## src/rtl/hrp_pkg.sv

```systemverilog
`default_nettype none

package hrp_pkg;

    localparam logic [1:0] PH_LINE  = 2'd0;
    localparam logic [1:0] PH_NAME  = 2'd1;
    localparam logic [1:0] PH_VALUE = 2'd2;
    localparam logic [1:0] PH_BODY  = 2'd3;

    localparam logic [2:0] K_METHOD  = 3'd0;
    localparam logic [2:0] K_PATH    = 3'd1;
    localparam logic [2:0] K_QUERY   = 3'd2;
    localparam logic [2:0] K_VERSION = 3'd3;
    localparam logic [2:0] K_NAME    = 3'd4;
    localparam logic [2:0] K_VALUE   = 3'd5;
    localparam logic [2:0] K_BODY    = 3'd6;
    localparam logic [2:0] K_DELIM   = 3'd7;

    localparam logic [1:0] E_NONE    = 2'd0;
    localparam logic [1:0] E_LINE    = 2'd1;
    localparam logic [1:0] E_COLON   = 2'd2;
    localparam logic [1:0] E_LEN_CHK = 2'd3;

    // request flag bits
    localparam int F_QUERY   = 0;
    localparam int F_CHUNKED = 1;
    localparam int F_CLOSE   = 2;
    localparam int F_LEN     = 3;
    localparam int F_SKIP    = 4;
    localparam int F_NEG     = 5;

    // header name candidates
    localparam logic [2:0] C_LEN  = 3'b001;
    localparam logic [2:0] C_TE   = 3'b010;
    localparam logic [2:0] C_CONN = 3'b100;

    // key words
    localparam logic [2:0] W_CLEN    = 3'd0;
    localparam logic [2:0] W_TENC    = 3'd1;
    localparam logic [2:0] W_CONN    = 3'd2;
    localparam logic [2:0] W_CHUNKED = 3'd3;
    localparam logic [2:0] W_CLOSE   = 3'd4;
    localparam logic [2:0] W_VER10   = 3'd5;

    localparam logic [8*14-1:0] S_CLEN    = "content-length";
    localparam logic [8*17-1:0] S_TENC    = "transfer-encoding";
    localparam logic [8*10-1:0] S_CONN    = "connection";
    localparam logic [8*7-1:0]  S_CHUNKED = "chunked";
    localparam logic [8*5-1:0]  S_CLOSE   = "close";
    localparam logic [8*8-1:0]  S_VER10   = "HTTP/1.0";

    localparam logic [7:0] CH_CR    = 8'h0D;
    localparam logic [7:0] CH_LF    = 8'h0A;
    localparam logic [7:0] CH_SP    = 8'h20;
    localparam logic [7:0] CH_COLON = 8'h3A;
    localparam logic [7:0] CH_QMARK = 8'h3F;
    localparam logic [7:0] CH_PLUS  = 8'h2B;
    localparam logic [7:0] CH_MINUS = 8'h2D;

    function automatic logic [4:0] key_len(input logic [2:0] k);
        logic [4:0] n;
        case (k)
            W_CLEN:    n = 5'd14;
            W_TENC:    n = 5'd17;
            W_CONN:    n = 5'd10;
            W_CHUNKED: n = 5'd7;
            W_CLOSE:   n = 5'd5;
            default:   n = 5'd8;
        endcase
        return n;
    endfunction

    // character at a position of a key word, zero past its end
    function automatic logic [7:0] key_char(input logic [2:0] k, input logic [6:0] pos);
        logic [7:0] c;
        c = 8'h00;
        case (k)
            W_CLEN:    if (pos < 7'd14) c = S_CLEN[8*(13 - pos) +: 8];
            W_TENC:    if (pos < 7'd17) c = S_TENC[8*(16 - pos) +: 8];
            W_CONN:    if (pos < 7'd10) c = S_CONN[8*(9 - pos) +: 8];
            W_CHUNKED: if (pos < 7'd7)  c = S_CHUNKED[8*(6 - pos) +: 8];
            W_CLOSE:   if (pos < 7'd5)  c = S_CLOSE[8*(4 - pos) +: 8];
            default:   if (pos < 7'd8)  c = S_VER10[8*(7 - pos) +: 8];
        endcase
        return c;
    endfunction

    typedef struct packed {
        logic [1:0]  phase;
        logic [7:0]  tail;
        logic [1:0]  word_index;
        logic [9:0]  word_length;
        logic [3:0]  version_match;
        logic [6:0]  name_position;
        logic [2:0]  name_candidates;
        logic [5:0]  value_length;
        logic [2:0]  word_matchers;
        logic [31:0] length_accum;
        logic [5:0]  flags;
        logic [1:0]  error_state;
        logic [5:0]  hdr_count;
        logic [31:0] body_remaining;
        logic [31:0] byte_total;
    } state_t;

    localparam state_t STATE_RESET = '{
        phase: PH_LINE, tail: 8'h00, word_index: 2'd0, word_length: 10'd0,
        version_match: 4'd0, name_position: 7'd0, name_candidates: 3'b111,
        value_length: 6'd0, word_matchers: 3'd0, length_accum: 32'd0,
        flags: 6'd0, error_state: E_NONE, hdr_count: 6'd0,
        body_remaining: 32'd0, byte_total: 32'd0};

    typedef struct packed {
        logic [7:0]  data_byte;
        logic [2:0]  token_kind;
        logic [5:0]  header_slot;
        logic        headers_done;
        logic        request_done;
        logic        error_flag;
        logic [1:0]  error_code;
        logic [31:0] body_length;
        logic        chunked;
        logic        conn_persist;
        logic [31:0] consumed_bytes;
    } result_t;

endpackage

`default_nettype wire

```

## src/rtl/hrp_step.sv

```systemverilog
`default_nettype none

module hrp_step #(
    parameter int HDR_LIMIT   = 32,
    parameter int TARGET_MAX  = 1023,
    parameter int WORD_MAX    = 15,
    parameter int VALUE_SCAN  = 63,
    parameter int NAME_KEEP   = 127
) (
    input  wire hrp_pkg::state_t  cur,
    input  wire logic [7:0]       in_byte,
    output hrp_pkg::state_t       nxt,
    output hrp_pkg::result_t      res
);

    localparam logic [5:0] SLOT_NONE = 6'(HDR_LIMIT);

    function automatic hrp_pkg::state_t set_err(input hrp_pkg::state_t si,
                                                input logic [1:0] code);
        hrp_pkg::state_t s;
        s = si;
        if (s.error_state == hrp_pkg::E_NONE)
            s.error_state = code;
        return s;
    endfunction

    function automatic logic is_ws(input logic [7:0] b);
        return (b == hrp_pkg::CH_SP) || (b >= 8'h09 && b <= 8'h0D);
    endfunction

    function automatic hrp_pkg::state_t scan_f(input hrp_pkg::state_t si,
                                               input logic [7:0] lb,
                                               input logic [2:0] w, input int flag);
        hrp_pkg::state_t s;
        logic [2:0] wlen;
        s = si;
        wlen = 3'(hrp_pkg::key_len(w));
        if (s.value_length < 6'(VALUE_SCAN)) begin
            s.value_length = s.value_length + 6'd1;
            if (s.word_matchers < wlen
                && lb == hrp_pkg::key_char(w, {4'd0, s.word_matchers}))
                s.word_matchers = s.word_matchers + 3'd1;
            else
                s.word_matchers = (lb == hrp_pkg::key_char(w, 7'd0)) ? 3'd1 : 3'd0;
            if (s.word_matchers >= wlen) begin
                s.flags[flag] = 1'b1;
                s.word_matchers = 3'd0;
            end
        end
        return s;
    endfunction

    function automatic hrp_pkg::state_t length_f(input hrp_pkg::state_t si,
                                                 input logic [7:0] b);
        hrp_pkg::state_t s;
        logic dig;
        logic take;
        logic [35:0] v;
        s = si;
        dig = (b >= 8'h30 && b <= 8'h39);
        take = 1'b0;
        v = '0;
        if (s.word_matchers == 3'd0) begin
            if (is_ws(b)) begin
                take = 1'b0;
            end
            else if (b == hrp_pkg::CH_PLUS || b == hrp_pkg::CH_MINUS) begin
                if (b == hrp_pkg::CH_MINUS)
                    s.flags[hrp_pkg::F_NEG] = 1'b1;
                s.word_matchers = 3'd1;
            end
            else if (!dig) begin
                s.word_matchers = 3'd2;
            end
            else begin
                s.word_matchers = 3'd1;
                take = 1'b1;
            end
        end
        else if (s.word_matchers != 3'd1 || !dig) begin
            s.word_matchers = 3'd2;
        end
        else begin
            take = 1'b1;
        end
        if (take) begin
            v = ({4'd0, s.length_accum} << 3) + ({4'd0, s.length_accum} << 1)
                + {32'd0, b[3:0]};
            s.length_accum = (v[35:32] != 4'd0) ? 32'hFFFF_FFFF : v[31:0];
        end
        return s;
    endfunction

    function automatic hrp_pkg::state_t content_f(input hrp_pkg::state_t si,
                                                  input logic [7:0] b,
                                                  output logic [2:0] kind);
        hrp_pkg::state_t s;
        logic [7:0] lb;
        logic [2:0] hit;
        logic [9:0] limit;
        s = si;
        kind = hrp_pkg::K_DELIM;
        lb = (b >= 8'h41 && b <= 8'h5A) ? b + 8'd32 : b;
        hit = '0;
        limit = '0;
        case (s.phase)
            hrp_pkg::PH_LINE: begin
                if (is_ws(b)) begin
                    if (s.word_length != 10'd0) begin
                        if (s.word_index < 2'd3)
                            s.word_index = s.word_index + 2'd1;
                        s.word_length = 10'd0;
                    end
                end
                else if (s.word_index != 2'd3) begin
                    limit = (s.word_index == 2'd1) ? 10'(TARGET_MAX) : 10'(WORD_MAX);
                    if (s.word_length >= limit)
                        s = set_err(s, hrp_pkg::E_LINE);
                    else
                        s.word_length = s.word_length + 10'd1;
                    if (s.word_index == 2'd0) begin
                        kind = hrp_pkg::K_METHOD;
                    end
                    else if (s.word_index == 2'd1) begin
                        if (!s.flags[hrp_pkg::F_QUERY] && b == hrp_pkg::CH_QMARK)
                            s.flags[hrp_pkg::F_QUERY] = 1'b1;
                        else
                            kind = s.flags[hrp_pkg::F_QUERY] ? hrp_pkg::K_QUERY
                                                             : hrp_pkg::K_PATH;
                    end
                    else begin
                        if (s.version_match < 4'd8 && b == hrp_pkg::key_char(
                                hrp_pkg::W_VER10, {3'd0, s.version_match}))
                            s.version_match = s.version_match + 4'd1;
                        else
                            s.version_match = 4'd15;
                        kind = hrp_pkg::K_VERSION;
                    end
                end
            end
            hrp_pkg::PH_NAME: begin
                if (b == hrp_pkg::CH_COLON) begin
                    for (int i = 0; i < 3; i++)
                        if (s.name_candidates[i]
                            && s.name_position == 7'(hrp_pkg::key_len(3'(i))))
                            hit = 3'b001 << i;
                    s.name_candidates = hit;
                    s.phase = hrp_pkg::PH_VALUE;
                    s.value_length = 6'd0;
                    s.word_matchers = 3'd0;
                    s.flags[hrp_pkg::F_SKIP] = 1'b1;
                    if (hit == hrp_pkg::C_LEN && s.error_state == hrp_pkg::E_NONE) begin
                        s.length_accum = 32'd0;
                        s.flags[hrp_pkg::F_NEG] = 1'b0;
                    end
                end
                else begin
                    for (int i = 0; i < 3; i++)
                        if (s.name_candidates[i] && (s.name_position
                                >= 7'(hrp_pkg::key_len(3'(i)))
                                || lb != hrp_pkg::key_char(3'(i), s.name_position)))
                            s.name_candidates[i] = 1'b0;
                    if (s.name_position < 7'(NAME_KEEP))
                        s.name_position = s.name_position + 7'd1;
                    kind = hrp_pkg::K_NAME;
                end
            end
            default: begin
                if (!(s.flags[hrp_pkg::F_SKIP] && b == hrp_pkg::CH_SP)) begin
                    s.flags[hrp_pkg::F_SKIP] = 1'b0;
                    kind = hrp_pkg::K_VALUE;
                    if (s.error_state == hrp_pkg::E_NONE) begin
                        if (s.name_candidates == hrp_pkg::C_LEN)
                            s = length_f(s, b);
                        else if (s.name_candidates == hrp_pkg::C_TE)
                            s = scan_f(s, lb, hrp_pkg::W_CHUNKED, hrp_pkg::F_CHUNKED);
                        else if (s.name_candidates == hrp_pkg::C_CONN)
                            s = scan_f(s, lb, hrp_pkg::W_CLOSE, hrp_pkg::F_CLOSE);
                    end
                end
            end
        endcase
        return s;
    endfunction

    function automatic hrp_pkg::state_t end_line_f(input hrp_pkg::state_t si,
                                                   output logic blank);
        hrp_pkg::state_t s;
        s = si;
        blank = 1'b0;
        if (s.phase == hrp_pkg::PH_LINE) begin
            if (s.word_length != 10'd0 && s.word_index < 2'd3)
                s.word_index = s.word_index + 2'd1;
            if (s.word_index < 2'd3)
                s = set_err(s, hrp_pkg::E_LINE);
        end
        else if (s.phase == hrp_pkg::PH_NAME) begin
            if (s.name_position == 7'd0) begin
                blank = 1'b1;
            end
            else begin
                s = set_err(s, hrp_pkg::E_COLON);
                if (s.hdr_count < 6'(HDR_LIMIT))
                    s.hdr_count = s.hdr_count + 6'd1;
            end
        end
        else begin
            if (s.name_candidates == hrp_pkg::C_LEN && s.error_state == hrp_pkg::E_NONE) begin
                if (s.flags[hrp_pkg::F_NEG] && s.length_accum != 32'd0) begin
                    s.flags[hrp_pkg::F_LEN] = 1'b0;
                    s.length_accum = 32'd0;
                end
                else begin
                    s.flags[hrp_pkg::F_LEN] = 1'b1;
                end
            end
            if (s.hdr_count < 6'(HDR_LIMIT))
                s.hdr_count = s.hdr_count + 6'd1;
        end
        if (!blank) begin
            s.phase = hrp_pkg::PH_NAME;
            s.name_position = 7'd0;
            s.name_candidates = 3'b111;
        end
        return s;
    endfunction

    always_comb begin
        hrp_pkg::state_t s;
        logic [2:0]  kind;
        logic [2:0]  unused_kind;
        logic [5:0]  slot;
        logic        hd;
        logic        rd;
        logic        pend;
        logic        summ;
        logic [31:0] len;

        s = cur;
        kind = hrp_pkg::K_DELIM;
        unused_kind = hrp_pkg::K_DELIM;
        slot = SLOT_NONE;
        hd = 1'b0;
        rd = 1'b0;
        pend = 1'b0;
        len = 32'd0;

        if (s.byte_total != 32'hFFFF_FFFF)
            s.byte_total = s.byte_total + 32'd1;
        if (s.phase == hrp_pkg::PH_BODY) begin
            kind = hrp_pkg::K_BODY;
            if (s.body_remaining != 32'd0)
                s.body_remaining = s.body_remaining - 32'd1;
            if (s.body_remaining == 32'd0)
                rd = 1'b1;
        end
        else begin
            if (s.phase != hrp_pkg::PH_LINE)
                slot = s.hdr_count;
            pend = (s.tail == hrp_pkg::CH_CR);
            s.tail = in_byte;
            if (pend && in_byte == hrp_pkg::CH_LF) begin
                s = end_line_f(s, hd);
            end
            else begin
                // lone cr turns out to be a content byte of its line
                if (pend)
                    s = content_f(s, hrp_pkg::CH_CR, unused_kind);
                if (in_byte != hrp_pkg::CH_CR)
                    s = content_f(s, in_byte, kind);
            end
        end

        if (hd) begin
            if (s.flags[hrp_pkg::F_LEN] && s.flags[hrp_pkg::F_CHUNKED])
                s = set_err(s, hrp_pkg::E_LEN_CHK);
            len = s.flags[hrp_pkg::F_LEN] ? s.length_accum : 32'd0;
            if (s.error_state != hrp_pkg::E_NONE || len == 32'd0) begin
                rd = 1'b1;
            end
            else begin
                s.phase = hrp_pkg::PH_BODY;
                s.body_remaining = len;
            end
        end

        summ = hd || rd;
        res.data_byte      = in_byte;
        res.token_kind     = kind;
        res.header_slot    = slot;
        res.headers_done   = hd;
        res.request_done   = rd;
        res.error_flag     = summ && (s.error_state != hrp_pkg::E_NONE);
        res.error_code     = summ ? s.error_state : hrp_pkg::E_NONE;
        res.body_length    = (summ && s.flags[hrp_pkg::F_LEN]) ? s.length_accum : 32'd0;
        res.chunked        = summ && s.flags[hrp_pkg::F_CHUNKED];
        res.conn_persist   = summ && (s.version_match != 4'd8)
                             && !s.flags[hrp_pkg::F_CLOSE];
        res.consumed_bytes = rd ? s.byte_total : 32'd0;

        nxt = rd ? hrp_pkg::STATE_RESET : s;
    end

endmodule

`default_nettype wire

```

## src/rtl/http_request_header_parser_top.sv

```systemverilog
// http request header parser
// input channel: in_valid / in_ready with in_byte, one byte of the request
// stream per request. output channel: out_valid / out_ready with one tagged
// result per input byte (token kind, header slot, and the summary fields on
// headers_done / request_done bytes).
// a result is registered and appears in the cycle after its byte is accepted.
// throughput: one byte per cycle while out_ready is high; the parser state
// is updated in the same cycle the byte is taken, so bytes follow back to
// back with no bubbles.
// the output register holds a result until it is taken; while it is full
// and out_ready is low, in_ready drops and the parser state holds.
// reset: parser returns to the start of a request line, output is empty.
// after a request_done result the parser starts a fresh request with the
// next byte.
`default_nettype none

module http_request_header_parser_top #(
    parameter int HDR_LIMIT   = 32,
    parameter int TARGET_MAX  = 1023,
    parameter int WORD_MAX    = 15,
    parameter int VALUE_SCAN  = 63,
    parameter int NAME_KEEP   = 127
) (
    input  wire logic        clk,
    input  wire logic        rst_n,
    input  wire logic        in_valid,
    output logic             in_ready,
    input  wire logic [7:0]  in_byte,
    output logic             out_valid,
    input  wire logic        out_ready,
    output logic [7:0]       data_byte,
    output logic [2:0]       token_kind,
    output logic [5:0]       header_slot,
    output logic             headers_done,
    output logic             request_done,
    output logic             error_flag,
    output logic [1:0]       error_code,
    output logic [31:0]      body_length,
    output logic             chunked,
    output logic             conn_persist,
    output logic [31:0]      consumed_bytes
);

    hrp_pkg::state_t  st_reg;
    hrp_pkg::state_t  st_next;
    hrp_pkg::result_t res_reg;
    hrp_pkg::result_t res_next;
    logic             out_valid_reg;
    logic             take;

    hrp_step #(
        .HDR_LIMIT   (HDR_LIMIT),
        .TARGET_MAX  (TARGET_MAX),
        .WORD_MAX    (WORD_MAX),
        .VALUE_SCAN  (VALUE_SCAN),
        .NAME_KEEP   (NAME_KEEP)
    ) u_step (
        .cur     (st_reg),
        .in_byte (in_byte),
        .nxt     (st_next),
        .res     (res_next)
    );

    assign in_ready = !out_valid_reg || out_ready;
    assign take     = in_valid && in_ready;

    always_ff @(posedge clk or negedge rst_n)
    begin
        if (!rst_n)
        begin
            st_reg        <= hrp_pkg::STATE_RESET;
            out_valid_reg <= 1'b0;
        end
        else
        begin
            if (take)
                st_reg <= st_next;
            if (in_ready)
                out_valid_reg <= in_valid;
        end
    end

    always_ff @(posedge clk)
    begin
        if (take)
            res_reg <= res_next;
    end

    assign out_valid      = out_valid_reg;
    assign data_byte      = res_reg.data_byte;
    assign token_kind     = res_reg.token_kind;
    assign header_slot    = res_reg.header_slot;
    assign headers_done   = res_reg.headers_done;
    assign request_done   = res_reg.request_done;
    assign error_flag     = res_reg.error_flag;
    assign error_code     = res_reg.error_code;
    assign body_length    = res_reg.body_length;
    assign chunked        = res_reg.chunked;
    assign conn_persist   = res_reg.conn_persist;
    assign consumed_bytes = res_reg.consumed_bytes;

endmodule

`default_nettype wire

```

## config.mk

```make
export PLATFORM = sky130hd
export DESIGN_NAME = http_request_header_parser_top
export DESIGN_NICKNAME = d
export VERILOG_FILES = /design/src/rtl/hrp_pkg.sv /design/src/rtl/hrp_step.sv /design/src/rtl/http_request_header_parser_top.sv
export SDC_FILE = /design/constraint.sdc
export NUM_CORES = 1
export LEC_CHECK = 0
export ABC_AREA = 1
export ABC_CLOCK_PERIOD_IN_PS = 6900
export BUFFER_PORTS_ARGS = -buffer_cell sky130_fd_sc_hd__buf_2
export CAP_MARGIN = 10
export CELL_PAD_IN_SITES_DETAIL_PLACEMENT = 0
export CELL_PAD_IN_SITES_GLOBAL_PLACEMENT = 1
export CORE_UTILIZATION = 35
export CTS_BUF_LIST = sky130_fd_sc_hd__clkbuf_16
export DETAILED_ROUTE_END_ITERATION = 12
export PLACE_DENSITY = 0.77
export SLEW_MARGIN = 5
export SYNTH_ARGS = -nofsm -noshare
export SYNTH_HDL_FRONTEND = slang
export SYNTH_SLANG_ARGS = --single-unit
```

## constraint.sdc

```tcl
create_clock -name clk -period 6.9 [get_ports clk]
set_clock_uncertainty 0.05 [all_clocks]
set_input_delay 0.345 -clock clk [delete_from_list [all_inputs] [get_ports clk]]
set_output_delay 0.345 -clock clk [all_outputs]
set_load 0.005 [all_outputs]
```

# Word-level counts from Yosys, hierarchy flattened

Cells that the tools add are included.

Muxes and demuxes: 429
Equal/unequal tests: 42
Bitwise operators: 2
Order comparisons: 41
Shift operators: 11
Reductions and logical operators: 71
Add/subtract/negate cells: 29

Operator list:

| kind                      | count |
|---|---|
| $mux 155                  | 18 |
| $mux 119                  | 10 |
| $mux 8                    | 123 |
| $mux 133                  | 7 |
| $mux 32                   | 14 |
| $mux 72                   | 4 |
| $mux 3                    | 93 |
| $shiftx 136x33->8 const A | 2 |
| $shiftx 112x33->8 const A | 2 |
| $mux 5                    | 43 |
| $shiftx 80x33->8 const A  | 2 |
| $pmux 76 s2               | 1 |
| $mux 145                  | 1 |
| $shiftx 56x33->8 const A  | 2 |
| $mux 12                   | 9 |
| $pmux 53 s2               | 1 |
| $mux 91                   | 1 |
| $shiftx 40x33->8 const A  | 2 |
| $add 35x33->36            | 2 |
| $logic_not 32->1          | 2 |
| $mux 64                   | 1 |
| $reduce_bool 32->1        | 2 |
| $shiftx 64x33->8 const A  | 1 |
| $mux 1                    | 60 |
| other kinds (75)          | 222 |

Register bits after elaboration: 244
Input bits: 12
Output and inout bits: 90
Logic and storage cells: 653

# Logic depth before layout (Yosys ltp)

Gate-level depths: netlist (run 1).

Depth in word-level cells: 110
Mapped depth: 37
Mapped depth without buffers: 35

# By module

A second synthesis (run 1) with hierarchy kept.

Cell total of the unflattened synthesis: 3519
Area, all modules: 22407.7 um^2

Modules (own cells, without submodules):

| module                         | seq. area each (um^2) | cells an instance | area an instance (um^2) | instances |
|---|---|---|---|---|
| hrp_step                       | 0.0                   | 2754              | 13578.0                 | 1 |
| http_request_header_parser_top | 6550.0                | 765               | 8829.7                  | 1 |

# Least setup slack after synthesis (run 1)

No wires, ideal clock.

Path kind: flip-flop to flip-flop
Start: register st_reg[153] in the netlist's numbering
End: register st_reg[75] in the netlist's numbering
Path slack: 2.397 ns
Period minus slack after synthesis: 4.503 ns
Stages on the path, launching flop included: 37
Data arrival time: 4.190 ns
Buffers on the path: 4
Data required time: 6.587 ns
Library setup time: 0.263 ns
Cells stage by stage: dfrtp_1 > inv_1 > ha_1 > buf_6 > nor2_4 > nand2_2 > nor2_1 > nand2_1 > a21oi_1 > inv_1 > ha_1 > ha_1 > inv_1 > nand3_2 > a21oi_2 > inv_2 > nor2_8 > buf_6 > nand2_1 > nand2_1 > nand3_1 > nand2_1 > nand2_1 > nand2_1 > nand2_1 > nor2_1 > nand2_1 > nor2_1 > nand2_1 > nand2_4 > nand2_4 > nand2_4 > nor2_4 > buf_6 > buf_6 > nand2_1 > o21ai_1

RTL lines:

| element                | RTL line                             | text |
|---|---|---|
| from (decl)            | http_request_header_parser_top.sv:44 | `hrp_pkg::state_t st_reg;` |
| from (signal assigned) | http_request_header_parser_top.sv:71 | `st_reg <= hrp_pkg::STATE_RESET;` |
| from (signal assigned) | http_request_header_parser_top.sv:77 | `st_reg <= st_next;` |

==> results.yml, run 1 <==
cells_and_area:
  final_cell_count_no_fill: 3984
  drive_gt1_share_pct: 8.67
  largest_reg_flops: 155
  antenna_cells: 0
  area_delta_synth_final_pct: 11.2
  final_nets: 3308
synth:
  synth_top_area_share_pct: 18.4
  ys_seq_area_share_pct: 31.5
  synth.ff_latch_count: 244
  ys_types: 70
  syn_area_per_cell_sq_um: 6.64
  synth_edf_count: 88
  synthArstFlopShare_pct: 63.9
  synth_area_leaders: "dfrtp_1 18%, nand2_1 17%, edfxtp_1 13%, inv_1 6.3%, nor2_1 6.3%"
  yosys_warnings: 0
  synth_top_cell_by_area: "dfrtp_1"
  ys.flop_type: "dfrtp_1"
  syn_area_sq_um: 20800
  syn_nets: 3243
  synthCells: 3129
clock_network:
  cts_buffers: 31
  cts.sinks: 244
  post_cts_resized: 0
  cts_tree: "done"
  clk_pin_slew_ps: 60
  clockRootBuffer: "clkbuf_16"
  clk_path_buf_depth: 3
  insertion_delay_ps: 620
  h-tree-depth: 1
sta:
  worstMarginPinSlew_ps: 1180
  fin_crit_sh_pct: 91.2
  period_minus_slack_ps: 6300
  timing.final.max_slew_violations: 0
  slew_headroom_pct: 21.2
  tns_ps: 0
  finalWorstSetupSlack_ps: 604
  setup_viol: 0
  finalHoldViolCount: 0
  clock.fmax_ghz: 0.159
  rsz0062_at_grt: "false"
route:
  wl_per_cell_um: 17.3
  via_count: 20798
  drt_iter0_markers: 1553
  via_per_inst: 5.22
  wirelength_um: 68800
  ant_nets: 0
  drtPass1Iterations: 6
  drc: 0
place:
  portBuffers: 101
  pre_cts_ws_ps: 777
  place_inst: 3921
  gp_congestion: 0.921
  dp_hpwl_um: 50800
critical_path:
  crit_top_cell: "nand2_1"
  cp-startpoint: "st_reg[153]"
  path_buf_inv: 4
  path_delay_family: "simple AND/OR/NAND/NOR gates"
  crit_slowest_cell: "nor2_4"
  start_kind: "flop"
  critPathMaxFanout: 47
  worstPathArrival_ps: 6760
  r2r_start: "st_reg[153]"
  slowest_delay_ps: 890
  endpoint_kind: "flop"
  cp.required_ps: 7360
  critical_path_class: "reg -> reg"
global_routing:
  overflow: 0
  grt_usage_pct: 22.6
  antenna_found_initial: 0
  grt_pass1_vias: 19542
  grt_pass1_wl_um: 109000
  grt_max_degree: 116
floorplan:
  fp-row-count: 88
  die_w_um: 246
  ios: 102
  die_h_um: 246
  initial_utilization_pct: 35.7
  coreArea_sq_um: 58100
  die_area_sq_um: 60300
outcome:
  status: "completed"
job:
  drv_cap: 0
hold_path:
  min_path_type: "in -> reg"
  hp-start: "in_byte[4]"
pwr:
  p_leak_nw: 10.7
  power_density_nw_per_um2: 359
  irDropWorstVdd_v: 0.000246
area by class of cell:
type	instances	area, sq um
clock buffers	31	776
clock inverters	27	300
fillers	6267	35000
inverters	377	1420
multi-input cells	2409	12300
flip-flops and latches	244	6550
well taps	765	957
repair buffers	131	762
kinds of logic after synthesis:
logic type | share of synthesized area (%)
adder cells (fa/ha/maj) | 6.22
XOR/XNOR | 4.88
flip-flops | 31.5
AO/OA/AOI/OAI | 13.5
AND/OR/NAND/NOR | 34.6
buffers and inverters | 9.26
where the power goes:
| group | leakage [nW] | internal, mW | total [mW] | switching, mW |
|---|---|---|---|---|
| Sequential | 2.95 | 1.80 | 2.18 | 0.380 |
| Clock | 0.537 | 1.02 | 1.74 | 0.727 |
| Combinational | 7.18 | 1.44 | 4.38 | 2.94 |
| Total | 10.7 | 4.26 | 8.30 | 4.04 |
Yosys cell counts, types with 27 or more instances:
cell type	count
dfrtp_1	153
nor2_1	346
a21oi_1	110
o21ai_0	213
nor4_1	27
nand4_1	60
nand2_1	928
o21ai_1	82
ha_1	100
edfxtp_1	88
inv_1	348
xor2_1	87
xnor2_1	27
nand3_1	207
clkbuf_1	51
nor3_1	51
per-layer routing:
metal / global-route usage (%) / routed length, um / up-vias
met3: 2.28 / 3170 / 102
met2: 37.8 / 32200 / 529
met4: 7.05 / 2050 / 0
met1: 30.4 / 31400 / 9767
li1: - / - / 10400
met5: 0 / 0 / -
worst paths after layout:
kind / end / slack [ps] / depth (start not counted)
worst min register to register: st_reg[147] / 430 / 2
worst min-delay path: data_byte[4] / 50 / 1
worst max register to register: st_reg[58] / 600 / 32
worst max-delay path: st_reg[58] / 600 / 32
min in group asynchronous: st_reg[98] / 280 / 2
max in group asynchronous: st_reg[68] / 4660 / 4
cell usage in the layout (no fill, tap or decap), types with 7 or more instances in the layout:
cell type and instances:
nand3_1 206, clkinv_1 8, buf_4 24, nor3_1 51, clkbuf_16 31, a31oi_1 20
xnor2_1 27, a21oi_1 110, buf_2 100, nor2_1 345, nand2_2 14, xor2_1 87
nor2_2 11, nand2_1 927, o21ai_1 82, nand3b_1 7, o2111ai_1 7, inv_1 350
dfrtp_1 153, o21ai_2 7, nand4_1 60, edfxtp_1 88, o21ai_0 213, nor4_1 27
ha_1 99, inv_2 24, o211ai_1 17, or2_2 7, nor2_4 8
what timing repair did:
action                                  in CTS  in global routing
endpoints found under the hold margin       68                  0
hold buffers                                 5                  0
buffers inserted                             0                  0
endpoints found under the setup margin       0                  0
per-stage QoR:
step                      util (%)  cell area [sq um]  total power [mW]  hold WS [ps]
after floorplan                  -              20800              5.37        -0.591
after global placement        37.8              22000              6.55           372
after detailed placement      37.8              22000              6.52           379
after CTS                     39.7              23100              8.30          39.7
after global routing          39.7              23100              9.05          61.9
final                         39.7              23100              8.30          50.2
No activity file was read; power rests on OpenSTA's default activity.
==> inputs of run 2 (changes only) <==
--- a/config.mk
+++ b/config.mk
@@ -18,4 +18,5 @@
 export SLEW_MARGIN = 5
 export SYNTH_ARGS = -nofsm -noshare
 export SYNTH_HDL_FRONTEND = slang
+export SYNTH_HIERARCHICAL = 1
 export SYNTH_SLANG_ARGS = --single-unit
==> results.yml, run 2 <==
synth:
  ys_seq_area_share_pct: 29.2
  syn_area_per_cell_sq_um: 6.37
  synth_top_cell_by_area: "nand2_1"
  syn_area_sq_um: 22400
  synth_commonest_cells: "1124 x nand2_1, 443 x nor2_1, 402 x nand3_1"
  syn_nets: 3630
  synth_area_leaders: "nand2_1 19%, dfrtp_1 17%, edfxtp_1 12%, nand3_1 9.0%, nor2_1 7.4%"
  synth.ff_latch_count: 244
  yosys_warnings: 6
  synth_top_area_share_pct: 18.8
  synthArstFlopShare_pct: 63.9
  synthCells: 3519
  synth.most_common_cell: "nand2_1"
  ys_types: 68
  ys.flop_type: "dfrtp_1"
  synth_edf_count: 88
sta:
  period_minus_slack_ps: 6120
  slew_headroom_pct: 22.5
  setup_viol: 0
  tns_ps: 0
  hold_slack_ps: 43.9
  rsz0062_at_grt: "false"
  worstMarginPinSlew_ps: 1160
  timing.final.max_slew_violations: 0
  clock.fmax_ghz: 0.163
  fin_crit_sh_pct: 88.7
  finalHoldViolCount: 0
route:
  wirelength_um: 75400
  via_per_inst: 5.14
  drc: 0
  drtPass1Iterations: 5
  via_count: 22696
  wl_per_cell_um: 17.1
  drt_iter0_markers: 1718
  ant_nets: 0
hold_path:
  hp-start: "in_byte[5]"
  whs_endpoint: "data_byte[5]"
  min_path_type: "in -> reg"
  holdPathStages: 1
floorplan:
  fp-row-count: 92
  ios: 102
  coreArea_sq_um: 63200
  initial_utilization_pct: 35.5
  die_h_um: 255
  die_w_um: 255
  die_area_sq_um: 65000
clock_network:
  cts_setup_buffers: 0
  h-tree-depth: 1
  clk_path_buf_depth: 3
  ctsHoldBuffers: 3
  cts_buffers: 30
  clockRootBuffer: "clkbuf_16"
  clk_pin_slew_ps: 60
  insertion_delay_ps: 620
  post_cts_resized: 0
  cts.sinks: 244
  cts_tree: "done"
pwr:
  power.total_mw: 4.77
  p_leak_nw: 12.6
  power_density_nw_per_um2: 194
  p_clk_share_pct: 37.0
  p_sw_share_pct: 35.9
  irDropWorstVdd_v: 0.000204
  p_comb_share_pct: 27.5
  seqPwrFrac_pct: 35.5
  switchingPower_mw: 1.71
  p_int_mw: 3.06
critical_path:
  critPathMaxFanout: 46
  reg2reg_slack_ps: 780
  start_kind: "flop"
  critical_path_depth: 29
  worstPathArrival_ps: 6570
  path_delay_family: "simple AND/OR/NAND/NOR gates"
  slowest_delay_ps: 540
  crit_slowest_cell: "buf_4"
  cp.required_ps: 7350
  timing.rr.end: "st_reg[6]"
  r2r_start: "st_reg[71]"
  path_buf_inv: 5
  ff2ff_path_depth: 29
  endpoint_kind: "flop"
  crit_top_cell: "nand2_1"
  critical_path_class: "reg -> reg"
  cp-startpoint: "st_reg[71]"
cells_and_area:
  final_cell_area_sq_um: 24500
  drive_gt1_share_pct: 9.34
  largest_reg_flops: 155
  fillers: 6858
  area_delta_synth_final_pct: 9.45
  antenna_cells: 0
  layout_commonest_cell: "nand2_1"
  multiInputGateArea_sq_um: 13600
  layout_common_cells: "1124 x nand2_1, 441 x nor2_1, 402 x nand3_1"
  final_nets: 3653
  ff_latch_area_sq_um: 6550
job:
  drv_cap: 0
global_routing:
  top_usage_layer: "met2"
  gr-usage-met3_pct: 1.92
  met1_usage_pct: 31.3
  antenna_found_initial: 0
  grt_max_degree: 158
  overflow: 0
  grt_usage_pct: 23.1
  grtUsageMet2_pct: 39.1
  grt_pass1_wl_um: 119000
  grt_pass1_vias: 21198
place:
  dp_hpwl_um: 54700
  gp_congestion: 0.964
  portBuffers: 101
  dpl-instance-area_sq_um: 23400
outcome:
  status: "completed"
run 2: cell types whose count changed in the layout (fill, tap and decap cells not counted), moves of 32 or more:
cell,previous run,this run
nand2_1,927,1124
nand3_1,206,402
o21ai_0,213,99
nor2_1,345,441
nor2_2,11,86
o21ai_1,82,10
a21oi_1,110,77
nand4_1,60,92
run 2: layer usage:
| metal | share of wire [%] | wire length, um |
|---|---|---|
| met1 | 45 | 34300 |
| met2 | 47 | 35400 |
| met3 | 4.9 | 3660 |
| met4 | 2.8 | 2080 |
| met5 | 0 | 0 |
run 2: area by class of cell:
class | count | share of cell area [%]
timing repair buffer | 130 | 3.08
sequential | 244 | 26.7
tap | 846 | 4.32
inverter | 393 | 6.05
multi-input combinational | 2743 | 55.4
clock inverter | 25 | 1.29
clock buffer | 31 | 3.16
run 2: per-stage QoR:
| stage | setup slack, ps | instances | util, % |
|---|---|---|---|
| global route | 165 | 4412 | 38.8 |
| global placement | 998 | 4353 | 37.0 |
| CTS | 863 | 4412 | 38.8 |
| finish | 780 | 4412 | 38.8 |
| detailed placement | 874 | 4353 | 37.0 |
| floorplan | 2870 | 3519 | - |
run 2: kinds of logic (layout without fill, tap and decap cells):
| group | count (synthesis) | after routing | synth area share, % |
|---|---|---|---|
| flops | 244 | 244 | 29.2 |
| compound gates | 265 | 265 | 6.88 |
| buf+inv | 532 | 579 | 10.3 |
| fa+ha+maj | 99 | 99 | 5.59 |
| xor+xnor | 91 | 91 | 3.56 |
| simple gates | 2286 | 2286 | 44.4 |
| mux | 2 | 2 | 0.0893 |
run 2: worst reg2reg max path: cells and delay by family (launching register included):
family,cells,cell delay (ps)
flops,1,440
fa+ha+maj,1,380
simple gates,23,3910
buf+inv,5,1210
run 2: worst max-delay path by stage:
stage	endpoint	slack, ps
floorplan	st_reg[15]	2870
global placement	st_reg[0]	1000
detailed placement	st_reg[0]	870
CTS	st_reg[0]	860
global route	st_reg[6]	170
finish	st_reg[6]	780
run 2: power groups by stage:
stage	logic (mW)	clock network (mW)	registers, mW
after global placement	1.30	0	1.72
after CTS	1.30	1.80	1.69
after floorplan	0.965	0	1.70
final	1.31	1.77	1.69
after detailed placement	1.29	0	1.72
after global routing	1.49	1.85	1.71
